## src/design/smvm_pkg.sv

```systemverilog
// shared types and constants of the sparse matrix-vector multiplier
package smvm_pkg;

  localparam int VALUE_W     = 32;
  localparam int INDEX_W     = 10;
  localparam int ROW_W       = 16;
  localparam int ACC_W       = 48;
  localparam int PROD_W      = 2 * VALUE_W;
  localparam int FRAC_W      = 16;
  localparam int QUEUE_DEPTH = 4;
  localparam int QPTR_W      = $clog2(QUEUE_DEPTH);
  localparam int QCNT_W      = $clog2(QUEUE_DEPTH + 1);

  localparam logic [1:0] REQ_LOAD    = 2'd0;
  localparam logic [1:0] REQ_NONZERO = 2'd1;
  localparam logic [1:0] REQ_EMPTY   = 2'd2;

  localparam logic signed [ACC_W-1:0]   ACC_MAX = 48'sh7FFF_FFFF_FFFF;
  localparam logic signed [ACC_W-1:0]   ACC_MIN = 48'sh8000_0000_0000;
  localparam logic signed [VALUE_W-1:0] OUT_MAX = 32'sh7FFF_FFFF;
  localparam logic signed [VALUE_W-1:0] OUT_MIN = 32'sh8000_0000;

  // one operation handed from the front to the back
  typedef struct packed {
    logic                      empty_row;
    logic                      last;
    logic signed [VALUE_W-1:0] mat_value;
    logic signed [VALUE_W-1:0] vec_value;
  } op_t;

  // push side of the operation queue
  typedef struct packed {
    logic push;
    op_t  op;
  } push_t;

endpackage

```

## src/design/smvm_back.sv

```systemverilog
// multiply, row accumulation, saturation and result register
module smvm_back (
  input  logic                                 clk,
  input  logic                                 rst,
  input  smvm_pkg::op_t                        q_op,
  input  logic                                 q_empty,
  output logic                                 q_pop,
  output logic                                 out_valid,
  input  logic                                 out_ready,
  output logic signed [smvm_pkg::VALUE_W-1:0]  row_value,
  output logic [smvm_pkg::ROW_W-1:0]           row_number,
  output logic                                 saturated
);

  import smvm_pkg::*;

  logic                      go;

  // multiply stage
  logic                      mul_valid;
  logic                      mul_empty;
  logic                      mul_last;
  logic signed [PROD_W-1:0]  mul_prod;

  logic signed [ACC_W-1:0]   acc;
  logic                      acc_clip;
  logic [ROW_W-1:0]          row_count;

  logic signed [ACC_W-1:0]   prod_q;
  logic [ACC_W:0]            sum_wide;
  logic                      sum_ovf;
  logic signed [ACC_W-1:0]   sum_sat;
  logic                      clip_next;
  logic                      fits_out;
  logic signed [VALUE_W-1:0] out_clip;

  assign go    = !out_valid || out_ready;
  assign q_pop = go && !q_empty;

  // q16.16 operands; product floored by a shift of 16 to 16 fraction bits
  assign prod_q    = mul_prod[PROD_W-1:FRAC_W];
  assign sum_wide  = {acc[ACC_W-1], acc} + {prod_q[ACC_W-1], prod_q};
  assign sum_ovf   = sum_wide[ACC_W] != sum_wide[ACC_W-1];
  assign sum_sat   = sum_ovf ? (sum_wide[ACC_W] ? ACC_MIN : ACC_MAX)
                             : $signed(sum_wide[ACC_W-1:0]);
  assign clip_next = acc_clip || sum_ovf;
  // fits in 32 bits when the upper bits all match the sign
  assign fits_out  = (sum_sat[ACC_W-1:VALUE_W-1] == '0)
                  || (sum_sat[ACC_W-1:VALUE_W-1] == '1);
  assign out_clip  = fits_out ? sum_sat[VALUE_W-1:0]
                              : (sum_sat[ACC_W-1] ? OUT_MIN : OUT_MAX);

  always_ff @(posedge clk) begin
    if (go) begin
      mul_empty <= q_op.empty_row;
      mul_last  <= q_op.last;
      mul_prod  <= q_op.mat_value * q_op.vec_value;
    end
  end

  always_ff @(posedge clk) begin
    if (rst) begin
      mul_valid <= 1'b0;
      out_valid <= 1'b0;
      acc       <= '0;
      acc_clip  <= 1'b0;
      row_count <= '0;
    end else if (go) begin
      mul_valid <= !q_empty;
      out_valid <= mul_valid && (mul_empty || mul_last);
      if (mul_valid) begin
        if (mul_empty || mul_last) begin
          acc       <= '0;
          acc_clip  <= 1'b0;
          row_count <= row_count + 1'b1;
        end else begin
          acc      <= sum_sat;
          acc_clip <= clip_next;
        end
      end
    end
  end

  always_ff @(posedge clk) begin
    if (go && mul_valid) begin
      row_number <= row_count;
      if (mul_empty) begin
        row_value <= '0;
        saturated <= 1'b0;
      end else begin
        row_value <= out_clip;
        saturated <= clip_next || !fits_out;
      end
    end
  end

endmodule

```

## config.mk

```make
export PLATFORM = sky130hd
export DESIGN_NAME = smvm_back
export DESIGN_NICKNAME = d
export VERILOG_FILES = /design/src/design/smvm_pkg.sv /design/src/design/smvm_back.sv
export SDC_FILE = /design/constraint.sdc
export NUM_CORES = 2
export LEC_CHECK = 0
export ABC_AREA = 1
export BUFFER_PORTS_ARGS = -buffer_cell sky130_fd_sc_hd__buf_2
export CORE_MARGIN = 2
export CORE_UTILIZATION = 60
export CTS_BUF_LIST = sky130_fd_sc_hd__clkbuf_8 sky130_fd_sc_hd__clkbuf_16
export DETAILED_ROUTE_END_ITERATION = 10
export PLACE_DENSITY = 0.88
export SLEW_MARGIN = 15
export SYNTH_ARGS = -nofsm -noshare
export SYNTH_HDL_FRONTEND = slang
export SYNTH_SLANG_ARGS = --single-unit
```

## constraint.sdc

```tcl
create_clock -name clk -period 10.52 [get_ports clk]
set_clock_uncertainty 0.05 [all_clocks]
set_input_delay 0.526 -clock clk [delete_from_list [all_inputs] [get_ports clk]]
set_output_delay 0.526 -clock clk [all_outputs]
set_load 0.05 [all_outputs]
```

==> results.json <==
{
  "outcome": "completed",
  "fp.dieH_um": 286,
  "cts_tree": "built",
  "rows": 103,
  "holdPathStages": 1,
  "fin_crit_sh": 0.784,
  "syn_inst": 6090,
  "nNetsFinal": 7406,
  "ctsHoldBuffers": 0,
  "tns_ns": 0,
  "cp-endpoint": "mul_prod[59]$_DFFE_PN_",
  "slew_headroom": 0.269,
  "track_usage": 0.331,
  "areaGrowthSynthToFinish_pct": 3.74,
  "period_minus_slack_ns": 8.25,
  "crit_path_end_kind": "flop",
  "wire_per_inst_um": 18.4,
  "r2r-start": "mul_prod[16]$_DFFE_PN_",
  "final_layout_size_suffix_gt1_frac": 0.0386,
  "rsz0062_at_grt": "no",
  "wl_um": 131000,
  "fmax_ghz": 0.121,
  "yosysMostFrequentCell": "inv_1",
  "startpoint": "q_op[63]",
  "coreArea_mm2": 0.0789,
  "ys_warn_count": 0,
  "viasPerCell": 5.43,
  "synth_largest_area_cell": "fa_1",
  "clk_pin_slew_ns": 0.07,
  "synth.distinct_cells": 47,
  "postLayoutCellArea_mm2": 0.0495,
  "cts-buffers-inserted": 17,
  "synth.avg_cell_area_um2": 7.83,
  "clockBufferDepth": 2,
  "critPathSlowestCell": "fa_1",
  "dpl_cell_area_mm2": 0.0489,
  "globalRouteOverflowTotal": 0,
  "synthFlopType": "edfxtp_1",
  "worst_slew_pin_slew_ns": 1.09,
  "die_w_um": 286,
  "critPathKind": "input pin to flop",
  "cap_violations": 0,
  "ant_nets": 0,
  "insertion_delay_ns": 0.44,
  "cts_setup_buffers": 0,
  "hp-class": "input pin to flop",
  "dp_cells": 7054,
  "yosysSeqAreaShare": 0.0904,
  "grt_max_degree": 68,
  "root_buffer": "clkbuf_16",
  "clock_sinks": 166,
  "synth_top_cell_area_share": 0.454,
  "die_area_mm2": 0.0818,
  "syn-cell-area_mm2": 0.0477,
  "vias": 38500,
  "yosys-top-cells-count": "inv_1 (1,852), nand2_1 (1,627), fa_1 (1,082), ha_1 (231), nor2_1 (223)",
  "post-route-drc-count": 0,
  "ys_async_sr_fraction": 0,
  "antenna_found_initial": 12,
  "cp_slowest_stage_delay_ns": 0.90,
  "final_critical_path_setup_slack_ns": 2.27,
  "dp_hpwl_um": 108000,
  "synth_edf_count": 99,
  "cpMostUsedCell": "inv_1",
  "hold_viol_final": 0,
  "drt_iter0_drc": 3488,
  "pin_count": 121,
  "synthTopCellsByArea": "fa_1 (45%), inv_1 (15%), nand2_1 (13%)",
  "fin_cells": 7092,
  "start_util": 0.605,
  "setup_viol": 0,
  "ys_ff_latch": 166,
  "crit_fanout": 32,
  "arrival_ns": 8.39,
  "first_global_vias": 42000,
  "drt_pre_antenna_iters": 6,
  "post-place-ws_ns": 1.84,
  "io_buffers": 120,
  "r2r-end": "row_value[9]$_SDFFCE_PP0P_",
  "synthesis.nets": 7473,
  "place.gp.congestion": 1.01,
  "worstSetupStartpointType": "input pin",
  "cp.required_ns": 10.66,
  "post_cts_resized": 0,
  "slew_violations": 0,
  "htreeDepth": 4,
  "worstRegToRegCells": 21,
  "regToRegSetupSlack_ns": 3.92,
  "grt_pass1_wl_um": 213000
}
-- cells by family (layout without fill, tap and decap cells) --
group / count (synthesis) / after routing / synth area share
fa+ha+maj: 1313 / 1313 / 0.515
xor+xnor: 85 / 85 / 0.0156
buf+inv: 2087 / 2033 / 0.165
other cells: 0 / 6 / 0
simple gates: 2062 / 2062 / 0.171
flops: 166 / 166 / 0.0904
compound gates: 377 / 377 / 0.0435
-- critical path: cells and delay by family --
kind,cells,cell delay (ns)
adder cells (fa/ha/maj),9,4.70
AND/OR/NAND/NOR,7,1.11
AO/OA/AOI/OAI,1,0.16
buffers and inverters,10,1.87
-- cell usage in the layout (no fill, tap or decap), types with 22 or more instances in the layout --
cell type,n
a21oi_1,211
buf_2,120
buf_4,23
dfxtp_1,67
edfxtp_1,99
fa_1,1082
ha_1,231
inv_1,1850
nand2_1,1627
nand3_1,105
nand4_1,22
nor2_1,223
nor3_1,22
o21ai_0,83
xnor2_1,27
xor2_1,58
-- cell type report --
cell class,count,area (µm²)
well taps,1050,1310
fillers,6576,29400
clock buffers,19,464
repair buffers,143,773
diodes,6,15.0
inverters,1858,6970
flip-flops and latches,166,4310
multi-input cells,3837,35500
clock inverters,13,110
-- stage by stage --
stage / hold WS (ns) / utilization
after floorplan: 0.375 / -
after global placement: 0.388 / 0.620
after detailed placement: 0.391 / 0.620
after CTS: 0.208 / 0.627
after global routing: 0.208 / 0.628
final: 0.221 / 0.628
-- worst min-delay path by stage --
| stage | startpoint | endpoint | slack (ns) |
|---|---|---|---|
| final | q_op[64] | mul_last$_DFFE_PN_ | 0.22 |
| after global routing | q_op[64] | mul_last$_DFFE_PN_ | 0.21 |
| after CTS | q_op[64] | mul_last$_DFFE_PN_ | 0.21 |
| after detailed placement | row_count[4]$_SDFFE_PP0P_ | row_number[4]$_DFFE_PP_ | 0.39 |
| after global placement | row_count[3]$_SDFFE_PP0P_ | row_number[3]$_DFFE_PP_ | 0.39 |
| after floorplan | row_count[4]$_SDFFE_PP0P_ | row_number[4]$_DFFE_PP_ | 0.37 |
-- flip-flops by register name, summed over array words and instances (netlist names) --
name and count:
saturated 1, mul_valid 1, acc 48, row_value 32, row_number 16, out_valid 1, row_count 16, acc_clip 1
mul_empty 1, mul_last 1, mul_prod 48
-- metal layers --
| layer | share of wire | vias up | global-route usage |
|---|---|---|---|
| li1 | - | 17100 | - |
| met5 | 0.00074 | - | 0 |
| met2 | 0.47 | 2215 | 0.551 |
| met1 | 0.37 | 18700 | 0.420 |
| met3 | 0.11 | 508 | 0.0722 |
| met4 | 0.049 | 14 | 0.142 |
Power is not shown: default switching activity piles up to over one toggle a cycle in this logic, so the estimate is an artifact.
