<file path="src/design/smvm_pkg.sv">
// shared types and constants of the sparse matrix-vector multiplier
package smvm_pkg;

  localparam int VALUE_W     = 32;
  localparam int INDEX_W     = 10;
  localparam int ROW_W       = 16;
  localparam int ACC_W       = 48;
  localparam int PROD_W      = 2 * VALUE_W;
  localparam int FRAC_W      = 16;
  localparam int QUEUE_DEPTH = 4;
  localparam int QPTR_W      = $clog2(QUEUE_DEPTH);
  localparam int QCNT_W      = $clog2(QUEUE_DEPTH + 1);

  localparam logic [1:0] REQ_LOAD    = 2'd0;
  localparam logic [1:0] REQ_NONZERO = 2'd1;
  localparam logic [1:0] REQ_EMPTY   = 2'd2;

  localparam logic signed [ACC_W-1:0]   ACC_MAX = 48'sh7FFF_FFFF_FFFF;
  localparam logic signed [ACC_W-1:0]   ACC_MIN = 48'sh8000_0000_0000;
  localparam logic signed [VALUE_W-1:0] OUT_MAX = 32'sh7FFF_FFFF;
  localparam logic signed [VALUE_W-1:0] OUT_MIN = 32'sh8000_0000;

  // one operation handed from the front to the back
  typedef struct packed {
    logic                      empty_row;
    logic                      last;
    logic signed [VALUE_W-1:0] mat_value;
    logic signed [VALUE_W-1:0] vec_value;
  } op_t;

  // push side of the operation queue
  typedef struct packed {
    logic push;
    op_t  op;
  } push_t;

endpackage

</file>
<file path="src/design/smvm_queue.sv">
// short operation queue between front and back
module smvm_queue (
  input  logic                           clk,
  input  logic                           rst,
  input  smvm_pkg::push_t                wr,
  input  logic                           pop,
  output smvm_pkg::op_t                  rd_op,
  output logic                           empty,
  output logic [smvm_pkg::QCNT_W-1:0]    count
);

  import smvm_pkg::*;

  op_t               mem [QUEUE_DEPTH];
  logic [QPTR_W-1:0] wr_ptr;
  logic [QPTR_W-1:0] rd_ptr;

  assign rd_op = mem[rd_ptr];
  assign empty = (count == '0);

  always_ff @(posedge clk) begin
    if (wr.push) begin
      mem[wr_ptr] <= wr.op;
    end
  end

  always_ff @(posedge clk) begin
    if (rst) begin
      wr_ptr <= '0;
      rd_ptr <= '0;
      count  <= '0;
    end else begin
      if (wr.push) begin
        wr_ptr <= wr_ptr + 1'b1;
      end
      if (pop) begin
        rd_ptr <= rd_ptr + 1'b1;
      end
      case ({wr.push, pop})
        2'b10:   count <= count + 1'b1;
        2'b01:   count <= count - 1'b1;
        default: count <= count;
      endcase
    end
  end

endmodule

</file>
<file path="config.mk">
export PLATFORM = sky130hd
export DESIGN_NAME = smvm_queue
export DESIGN_NICKNAME = d
export VERILOG_FILES = /design/src/design/smvm_pkg.sv /design/src/design/smvm_queue.sv
export SDC_FILE = /design/constraint.sdc
export NUM_CORES = 1
export LEC_CHECK = 0
export BUFFER_PORTS_ARGS = -buffer_cell sky130_fd_sc_hd__buf_4
export CAP_MARGIN = 40
export CORE_MARGIN = 2
export CORE_UTILIZATION = 47
export CTS_BUF_LIST = sky130_fd_sc_hd__clkbuf_16
export DETAILED_ROUTE_END_ITERATION = 6
export GPL_ROUTABILITY_DRIVEN = 0
export GPL_TIMING_DRIVEN = 0
export PLACE_DENSITY = 0.67
export SETUP_SLACK_MARGIN = 0.5
export SLEW_MARGIN = 10
export SYNTH_ARGS = -nofsm -noshare
export SYNTH_HDL_FRONTEND = slang
export SYNTH_SLANG_ARGS = --single-unit
</file>
<file path="constraint.sdc">
create_clock -name clk -period 2.7 [get_ports clk]
set_input_delay 0 -clock clk [delete_from_list [all_inputs] [get_ports clk]]
set_output_delay 0 -clock clk [all_outputs]
set_load 0.01 [all_outputs]
</file>
==> results.md, run 1 <==
- Status: complete, no violations
- Arr. time, crit path: 2.04 ns
- Post-synthesis cell area: 9950 µm²
- Port Buffer Count: 138
- Cts repair resizes: 0
- Worst-path cell chain: buf_2 > buf_2 > mux4_2 > buf_4
- Initial core utilization: 47.6%
- Antenna-violating nets left: 0
- DRC: 0
- Largest net degree at the start of global routing: 50
- Tightest Pin Transition: 0.680 ns
- Routed WL per cell: 19.6 µm
- Worst vdd ir: 503 µV
- I/O pin count: 140
- Vias per cell: 5.12
- Drt pass-1 iters: 4
- MaxCap Viol Count: 0
- Avg Cell Area, Syn: 25.5 µm²
- Die Y: 149 µm
- WL final: 18200 µm
- 1st-iter DRT viols: 254
- Dpl ws: 0.940 ns
- Top cell by count, worst path: buf_2
- Die area: 22300 µm²
- Final Instance Area: 13000 µm²
- Final HPWL DP: 10500 µm
- Rows: 53
- Worst Setup Path Type: reg -> out
- CTS tree: done
- CTS sink cnt: 273
- Die Wd: 149 µm
- Register bit total from synthesis: 273
- Core Util, Final: 62.3%
- Tcrit/Tclk final: 75.4%
- Setup Skew: 0.00726 ns
- Antenna violations before repair: 0
- Vias in the first global route: 5145
- Synth unique cells: 20
- Clock Path Buffers: 3
- Crit-path slowest cell: mux4_2
- Register area: 8110 µm²
- Proportion of layout cells with a drive suffix above 1: 40.8%
- GRT Util Overall: 16.4%
- Clk Latency, worst-skew pair: 0.53 ns
- Mapped Cells: 390
- N_diodes: 0
- Startpoint types: register
- Vias: 4750
- CP peak stage delay: 0.36 ns
- Critical-path maximum fanout: 10
- First-pass GRT wire length: 27900 µm
- Synth-to-Final Area Change: 30.8%
- Setup TNS: 0 ns
- Reg clk slew, reported paths: 0.06 ns
- Grt ovf: 0
- Ys Warns: 0
- Area occupied by multi-input gates: 1720 µm²
- Max_slew headroom: 54.6%
- Highest clock rate: 491 MHz
- Hold WC Path Type: in -> reg
- WHS: 0.217 ns
- Crit path time final: 2.04 ns
- Required time worst endpoint: 2.70 ns
- Leakage: 4.50 nW
- Pwr dens: 739 nW/µm²
- RSZ-0062 raised after global routing: false
- Net Count, Synth: 466
- Core area: 20900 µm²
- H-tree depth: 1
- Placed inst area: 11400 µm²
- Final WS setup: 0.665 ns
- Post-synthesis sequential area ratio: 81.5%
- Fin. max-slew vios: 0
- Root Buffer Master: clkbuf_16
- Worst setup EP type: output pin
- Setup Viol. Count Final: 0
- CTS Buf Count: 27
- Final Hold Vio Count: 0
- Fin nets: 707
- Fill count: 1442
==> worst max-delay path: cells and delay by family (launching register included) <==
kind | cells | cell delay (ns)
flip-flops | 1 | 0.33
multiplexers | 1 | 0.36
buffers and inverters | 3 | 0.81
==> synth_stat cells <==
cell type | n | area (µm²)
a21oi_1 | 2 | 10.0
and2_1 | 4 | 25.0
buf_2 | 5 | 25.0
buf_4 | 2 | 15.0
buf_6 | 5 | 56.3
clkbuf_1 | 3 | 11.3
dfxtp_1 | 9 | 180
edfxtp_1 | 264 | 7930
fa_1 | 1 | 20.0
ha_1 | 5 | 62.6
inv_1 | 6 | 22.5
mux2i_1 | 1 | 10.0
mux4_2 | 66 | 1490
nand2_1 | 1 | 3.75
nor2_1 | 8 | 30.0
nor3_1 | 1 | 5.00
o21ai_0 | 1 | 5.00
or3_1 | 1 | 6.26
xnor2_1 | 2 | 17.5
xor2_1 | 3 | 26.3
==> layer usage <==
| layer | up-vias | GRT usage [%] | share of wire (%) |
|---|---|---|---|
| met5 | - | 0 | 0 |
| met3 | 30 | 3.45 | 5.4 |
| met2 | 146 | 28.7 | 51 |
| met4 | 0 | 3.76 | 2.0 |
| met1 | 2437 | 21.4 | 42 |
| li1 | 2137 | - | - |
==> state kept, by name, indices dropped and copies added, names as in the netlist, named ones only <==
register / count
mem: 264
count: 3
rd_ptr: 2
wr_ptr: 2
==> stage by stage <==
step                      total power (W)  instances
after global placement            0.00601        803
after CTS                         0.00974        927
after floorplan                   0.00553        390
after detailed placement          0.00606        807
after global routing              0.00998        927
final                             0.00961        927
==> placed cells by master, fill, tap and decap left out, types with 2 or more instances in the layout <==
cell           Yosys  final
edfxtp_1         264    264
buf_4              2    140
dlygate4sd3_1      0     70
mux4_2            66     66
clkbuf_16          0     28
inv_1              6     13
dfxtp_1            9      9
nor2_1             8      8
clkinv_2           0      7
buf_6              5      5
buf_2              5      5
ha_1               5      5
and2_4             0      4
clkbuf_1           3      3
xor2_1             3      3
clkinvlp_4         0      3
buf_16             0      3
xnor2_1            2      2
a21oi_1            2      2
bufinv_16          0      2
==> final timing paths <==
kind | slack, ns | cells after the start | start | endpoint
worst max-delay path | 0.66 | 4 | register | rd_op[40]
worst min-delay path | 0.22 | 2 | wr[12] | mem[3][12]$_DFFE_PP_
worst max register to register | 0.97 | 3 | wr_ptr[0]$_SDFFE_PP0P_ | mem[3][41]$_DFFE_PP_
worst min register to register | 0.54 | 2 | rd_ptr[1]$_SDFFE_PP0P_ | register
==> area by class of cell <==
| class | instances | share of cell area (%) |
|---|---|---|
| Clock inverter | 22 | 1.27 |
| Inverter | 6 | 0.173 |
| Clock buffer | 28 | 5.39 |
| Buffer | 15 | 0.827 |
| Multi-Input combinational cell | 96 | 13.2 |
| Sequential cell | 273 | 62.3 |
| Timing Repair Buffer | 212 | 14.1 |
| Tap cell | 275 | 2.65 |
==> cell families (layout without fill, tap and decap cells) <==
family | Yosys count | in the layout | synth area share (%)
buffers and inverters | 21 | 283 | 1.31
AOI/OAI and AO/OA | 3 | 3 | 0.151
DFF | 273 | 273 | 81.5
and+or+nand+nor | 15 | 15 | 0.704
muxes | 67 | 67 | 15.0
xor gates and xnor gates | 5 | 5 | 0.440
adders and majority gates | 6 | 6 | 0.830
==> where the power goes <==
group / switching (W) / internal [W]
clock: 0.00151 / 0.00207
combinational: 0.000512 / 0.000609
sequential: 0.0000483 / 0.00486
total: 0.00207 / 0.00754
==> repair_timing <==
item,in CTS,in global routing
buffers inserted,0,0
endpoints found under the hold margin,273,0
hold buffers,70,0
(Power assumes the default switching activity.)
==> run 2: changes to the inputs <==
ABC_AREA = 1   (was default)
clock period = 1.7 ns   (was 2.7 ns; I/O delays follow)
==> results.md, run 2 <==
- Worst Setup Path Type: reg -> out (unchanged)
- Inst Count DP: 1127 (was 807)
- Vias per cell: 5.34 (was 5.12)
- CTS tree: done (unchanged)
- Synth-to-Final Area Change: 47.0% (was 30.8%)
- Setup Skew: 0.0157 ns (was 0.00726 ns)
- Leakage: 5.74 nW (was 4.50 nW)
- Fill count: 1441 (was 1442)
- Asr flop ratio synth: 0% (unchanged)
- Final Instance Area: 15900 µm² (was 13000 µm²)
- Tcrit/Tclk final: 110%
- MaxCap Viol Count: 0 (unchanged)
- Commonest non-fill, non-tap cells in the layout: edfxtp_1, buf_4, dlygate4sd3_1 (unchanged)
- Worst vdd ir: 903 µV (was 503 µV)
- Initial core utilization: 47.8% (was 47.6%)
- Share of the synthesized area in the top cell type: 73.3% (was 79.7%)
- Vias: 6997 (was 4750)
- I/O pin count: 140 (unchanged)
- Most crowded layer after global routing: met2 (unchanged)
- Fin nets: 1081 (was 707)
- Hold path startpoint: wr[66] (was wr[12])
- Number of synthesized flops with an enable pin: 264 (unchanged)
- Met3 GRT Util: 3.11% (was 3.45%)
- Largest register by flop count: mem (unchanged)
- Crit path time final: 1.87 ns
- Vias in the first global route: 6703 (was 5145)
- Synth unique cells: 25 (was 20)
- Violated checks: negative setup slack
- Highest clock rate: 536 MHz
- Worst setup EP type: output pin (unchanged)
- Status: finished, violations left (was complete, no violations)
- Largest net degree at the start of global routing: 33 (was 50)
- Synth area leader: edfxtp_1 (unchanged)
- First-pass GRT wire length: 37100 µm (was 27900 µm)
- 1st-iter DRT viols: 566 (was 254)
- Critical-path maximum fanout: 10 (unchanged)
- Most common cell after layout, fill and taps aside: edfxtp_1 (unchanged)
- Root Buffer Master: clkbuf_16 (unchanged)
- WL final: 28400 µm (was 18200 µm)
- Avg Cell Area, Syn: 15.6 µm² (was 25.5 µm²)
- Post-synthesis cell area: 10800 µm² (was 9950 µm²)
- Reg clk slew, reported paths: 0.06 ns (about the same)
- CTS Buf Count: 28 (was 27)
- H-tree depth: 1 (unchanged)
- Final WS setup: -0.167 ns (was 0.665 ns)
- Antenna-violating nets left: 0 (unchanged)
- Proportion of layout cells with a drive suffix above 1: 45.4% (was 40.8%)
- Grt ovf: 0 (unchanged)
- Final Hold Vio Count: 0 (unchanged)
- Post-synthesis sequential area ratio: 74.9% (was 81.5%)
- Main synth FF type: edfxtp_1 (unchanged)
- Port Buffer Count: 139 (was 138)
- Most area-consuming cells after synthesis: edfxtp_1, o21ai_0, o22ai_2 (was edfxtp_1, mux4_2, dfxtp_1)
- Antenna violations before repair: 0 (unchanged)
- Pwr dens: 1010 nW/µm² (was 739 nW/µm²)
- Required time worst endpoint: 1.70 ns (was 2.70 ns)
- Clock Path Buffers: 3 (unchanged)
- Most frequent cell after synthesis: edfxtp_1 (unchanged)
- Tightest Pin Transition: 0.392 ns (was 0.680 ns)
- Rows: 55 (was 53)
- N_diodes: 0 (unchanged)
- Die area: 24300 µm² (was 22300 µm²)
- Final HPWL DP: 14400 µm (was 10500 µm)
- Register bit total from synthesis: 273 (unchanged)
- Arr. time, crit path: 1.87 ns (was 2.04 ns)
- Net Count, Synth: 771 (was 466)
- CTS sink cnt: 273 (unchanged)
- Mapped Cells: 695 (was 390)
- Hold WC Path Type: in -> reg (unchanged)
- Clk Latency, worst-skew pair: 0.54 ns (was 0.53 ns)
- Global Route met2 Usage: 35.0% (was 28.7%)
- Core Util, Final: 70.3% (was 62.3%)
- Max_slew headroom: 73.9% (was 54.6%)
- DRC: 0 (unchanged)
- RSZ-0062 raised after global routing: true (was false)
- R2r startpoint: wr_ptr[1]$_SDFFE_PP0P_ (was wr_ptr[0]$_SDFFE_PP0P_)
- Register area: 8130 µm² (was 8110 µm²)
- WHS: 0.0905 ns (was 0.217 ns)
- Area occupied by multi-input gates: 2750 µm² (was 1720 µm²)
- Post-Layout Cell Count: 1311 (was 927)
- Max FFs per register: 264 (unchanged)
- Routed WL per cell: 21.6 µm (was 19.6 µm)
- Startpoint types: register (unchanged)
- Fin. max-slew vios: 0 (unchanged)
- GRT Util Overall: 20.3% (was 16.4%)
- Setup Viol. Count Final: 66 (was 0)
- Die Wd: 156 µm (was 149 µm)
- GR Layer Usage met1: 27.0% (was 21.4%)
- Core area: 22600 µm² (was 20900 µm²)
- Die Y: 156 µm (was 149 µm)
- Top Registers: mem x264, count x3 (unchanged)
- Placed inst area: 12400 µm² (was 11400 µm²)
- Drt pass-1 iters: 5 (was 4)
- Ys Warns: 0 (unchanged)
- Post-synth top cells: edfxtp_1, o21ai_0, nor2_1 (was edfxtp_1, mux4_2, dfxtp_1)
run 2: timing repair:
item | 4_1_cts | 5_1_grt
setup buffers | 7 | 19
hold endpoints to repair | 273 | 0
pin swaps | 34 | 19
endpoints found under the setup margin | 331 | 333
hold buffers | 70 | 0
cloned | 5 | 32
resized for setup | 153 | 126
run 2: where the power goes:
group / total, W / internal [W] / switching, W / leakage, nW
registers: 0.00778 / 0.00769 / 0.0000965 / 2.50
clock network: 0.00560 / 0.00323 / 0.00237 / 0.464
logic: 0.00264 / 0.00133 / 0.00131 / 2.77
total: 0.0160 / 0.0122 / 0.00378 / 5.74
run 2: final cells by class:
| type | instances | area share, % |
|---|---|---|
| Clock buffer | 31 | 4.88 |
| Sequential cell | 273 | 51.1 |
| Buffer | 42 | 3.35 |
| Inverter | 18 | 0.645 |
| Multi-Input combinational cell | 362 | 17.3 |
| Timing Repair inverter | 1 | 0.0472 |
| Tap cell | 285 | 2.24 |
| Clock inverter | 20 | 0.503 |
| Timing Repair Buffer | 279 | 20.0 |
run 2: cells by family (layout without fill, tap and decap cells):
group	count (synthesis)	after routing	share of synthesized area (%)
and+or+nand+nor	147	147	8.06
buffers and inverters	60	391	3.36
DFF	273	273	74.9
adders and majority gates	6	6	0.763
AOI/OAI and AO/OA	209	209	12.9
run 2: worst max-delay path: stages, from the launching register on:
cell,delay [ns]
dfxtp_4,0.37
buf_12,0.15
inv_12,0.08
buf_2,0.26
o21ai_0,0.12
o22ai_1,0.17
buf_4,0.17
run 2: worst paths after layout:
path / depth (start not counted) / slack [ns] / end
worst max-delay path: 6 / -0.17 / rd_op[65]
worst min-delay path: 4 / 0.09 / mem[2][56]$_DFFE_PP_
worst min register to register: 1 / 0.45 / register
worst max register to register: 6 / 0.27 / mem[3][18]$_DFFE_PP_
run 2: layer usage:
| metal | share of wire [%] | vias up |
|---|---|---|
| met5 | 0 | - |
| met2 | 51 | 220 |
| met3 | 4.6 | 28 |
| met4 | 1.3 | 0 |
| li1 | - | 3250 |
| met1 | 43 | 3499 |
run 2: stage by stage:
step | worst slack [ns] | total power [W] | TNS [ns]
after CTS | -0.192 | 0.0156 | -13.20
after global placement | -1.16 | 0.00968 | -298.11
after floorplan | -0.247 | 0.00883 | -62.43
final | -0.167 | 0.0160 | -6.86
after global routing | -0.251 | 0.0166 | -11.14
after detailed placement | -0.233 | 0.00973 | -18.78
==> run 3: changes to the inputs <==
BUFFER_PORTS_ARGS = default   (was -buffer_cell sky130_fd_sc_hd__buf_4)
CORE_UTILIZATION = 34   (was 47)
DONT_BUFFER_PORTS = 1   (was default)
PLACE_DENSITY = 0.47   (was 0.67)
==> results.md, run 3 (synthesis results as in run 2) <==
- Arr. time, crit path: 1.78 ns (was 1.87 ns)
- Hold WC Path Type: in -> reg (unchanged)
- Vias in the first global route: 6701 (was 6703)
- Placed inst area: 11500 µm² (was 12400 µm²)
- Clock Path Buffers: 3 (unchanged)
- Initial core utilization: 34.4% (was 47.8%)
- Commonest non-fill, non-tap cells in the layout: edfxtp_1, dlygate4sd3_1, o21ai_0 (was edfxtp_1, buf_4, dlygate4sd3_1)
- GRT Util Overall: 16.7% (was 20.3%)
- Tcrit/Tclk final: 105% (was 110%)
- Die area: 33300 µm² (was 24300 µm²)
- Top cell by count, worst path: buf_6
- Final Instance Area: 15700 µm² (was 15900 µm²)
- Setup Skew: 0.0107 ns (was 0.0157 ns)
- First-pass GRT wire length: 41500 µm (was 37100 µm)
- Routed WL per cell: 23.8 µm (was 21.6 µm)
- Core area: 31500 µm² (was 22600 µm²)
- Register share of total power: 47.0% (was 48.6%)
- Leakage: 5.19 nW (was 5.74 nW)
- Global Route met2 Usage: 28.2% (was 35.0%)
- MaxCap Viol Count: 0 (unchanged)
- DRC: 0 (unchanged)
- Vias: 6627 (was 6997)
- Largest net degree at the start of global routing: 26 (was 33)
- Startpoint types: register (unchanged)
- Vias per cell: 5.09 (was 5.34)
- Grt ovf: 0 (unchanged)
- Most common cell after layout, fill and taps aside: edfxtp_1 (unchanged)
- Top Registers: mem x264, count x3 (unchanged)
- Worst vdd ir: 647 µV (was 903 µV)
- Root Buffer Master: clkbuf_16 (unchanged)
- Dpl ws: -0.352 ns (was -0.233 ns)
- Crit-path slowest cell: o21ai_0 (was dfxtp_4)
- RSZ-0062 raised after global routing: true (unchanged)
- Fin. max-slew vios: 0 (unchanged)
- CTS tree: done (unchanged)
- Area occupied by multi-input gates: 3190 µm² (was 2750 µm²)
- Int Power: 0.0126 W (was 0.0122 W)
- Max_slew headroom: 70.2% (was 73.9%)
- Required time worst endpoint: 1.70 ns (about the same)
- NetSw: 0.00397 W (was 0.00378 W)
- Violated checks: negative setup slack (unchanged)
- Final Hold Vio Count: 0 (unchanged)
- Final HPWL DP: 16000 µm (was 14400 µm)
- GR Layer Usage met1: 22.1% (was 27.0%)
- Worst Setup Path Type: reg -> out (unchanged)
- Sw Share: 23.9% (was 23.6%)
- Max FFs per register: 264 (unchanged)
- Total power: 0.0166 W (was 0.0160 W)
- WL final: 30900 µm (was 28400 µm)
- Status: finished, violations left (unchanged)
- Worst setup EP type: output pin (unchanged)
- Fill count: 2582 (was 1441)
- Clk pwr share: 38.4% (was 35.0%)
- Register area: 8130 µm² (about the same)
- Crit path time final: 1.78 ns (was 1.87 ns)
- Antenna-violating nets left: 0 (unchanged)
- CP peak stage delay: 0.39 ns (was 0.37 ns)
- Fin nets: 952 (was 1081)
- Highest clock rate: 560 MHz (was 536 MHz)
- CTS Buf Count: 30 (was 28)
- Die Y: 182 µm (was 156 µm)
- Worst-path cell chain: buf_6 > buf_6 > o21ai_0 > o22ai_4 (was buf_12 > inv_12 > buf_2 > o21ai_0 > o22ai_1 > buf_4)
- Rows: 65 (was 55)
- Met3 GRT Util: 3.81% (was 3.11%)
- Port Buffer Count: 0 (was 139)
- Reg clk slew, reported paths: 0.06 ns (about the same)
- 1st-iter DRT viols: 392 (was 566)
- Final WS setup: -0.0843 ns (was -0.167 ns)
- H-tree depth: 1 (unchanged)
- Setup TNS: -2.90 ns (was -6.86 ns)
- Setup Viol. Count Final: 63 (was 66)
- Antenna violations before repair: 1 (was 0)
- Combinational share of power: 14.7% (was 16.5%)
- Synth-to-Final Area Change: 44.8% (was 47.0%)
- Largest register by flop count: mem (unchanged)
- Proportion of layout cells with a drive suffix above 1: 41.1% (was 45.4%)
- Drt pass-1 iters: 4 (was 5)
- Die Wd: 182 µm (was 156 µm)
- Clk Latency, worst-skew pair: 0.54 ns (about the same)
- CTS sink cnt: 273 (unchanged)
- Critical-path maximum fanout: 10 (unchanged)
- Tightest Pin Transition: 0.442 ns (was 0.392 ns)
- I/O pin count: 140 (unchanged)
- Pwr dens: 1060 nW/µm² (was 1010 nW/µm²)
- Most crowded layer after global routing: met2 (unchanged)
run 3: cell types whose count changed in the layout (fill, tap and decap cells not counted), moves of 6 or more:
cell     delta
o22ai_1    -13
buf_4     -131
o22ai_2    -20
o22ai_4    +33
nor2_2      -6
nor2_4     +16
o21ai_1    -12
o21ai_2    +10
nor2_1     -10
inv_1       -6
run 3: worst paths after layout:
path                           from                   end  slack, ns  cells after the start
max                        register             rd_op[21]      -0.08                      4
min                          wr[40]  mem[3][40]$_DFFE_PP_       0.16                      1
max reg2reg  wr_ptr[0]$_SDFFE_PP0P_  mem[2][43]$_DFFE_PP_       0.12                      7
min reg2reg  rd_ptr[1]$_SDFFE_PP0P_              register       0.46                      1
run 3: worst max-delay path, delay by kind of cell (launching register included):
family	cells	cell delay, ns
AOI/OAI and AO/OA	2	0.55
buffers and inverters	2	0.31
DFF	1	0.38
run 3: final cells by class:
type / instances / area share (%)
Clock inverter: 23 / 1.34
Multi-Input combinational cell: 362 / 20.4
Tap cell: 402 / 3.21
Antenna cell: 1 / 0.0160
Sequential cell: 273 / 51.9
Timing Repair inverter: 4 / 0.192
Buffer: 42 / 3.49
Clock buffer: 31 / 4.95
Inverter: 18 / 0.775
Timing Repair Buffer: 145 / 13.8
run 3: per-layer routing:
layer / share of wire (%) / vias to the layer above
met4: 1.4 / 0
li1: - / 2995
met3: 5.7 / 45
met1: 45 / 3418
met5: 0 / -
met2: 48 / 169
run 3: power by group through the flow:
stage / Clock [W] / Sequential, W / Combinational [W]
2_1_floorplan: 0 / 0.00790 / 0.000930
3_3_place_gp: 0 / 0.00793 / 0.00129
3_5_place_dp: 0 / 0.00792 / 0.00137
4_1_cts: 0.00651 / 0.00778 / 0.00195
5_1_grt: 0.00681 / 0.00781 / 0.00259
6_report: 0.00636 / 0.00779 / 0.00243
run 3: what timing repair did:
| item | in CTS | in global routing |
|---|---|---|
| gates resized for setup | 180 | 186 |
| setup buffers | 7 | 27 |
| pin swaps | 35 | 33 |
| hold endpoints to repair | 283 | 52 |
| hold buffers | 69 | 1 |
| gates cloned | 11 | 26 |
| setup endpoints to repair | 332 | 333 |
run 3: stage by stage:
stage / hold slack (ns) / util [%] / cells
detailed placement: 0.0990 / 36.6 / 1105
floorplan: 0.0989 / - / 695
global route: 0.149 / 49.8 / 1300
finish: 0.157 / 49.8 / 1301
CTS: 0.0557 / 45.0 / 1246
global placement: 0.0990 / 36.1 / 1097
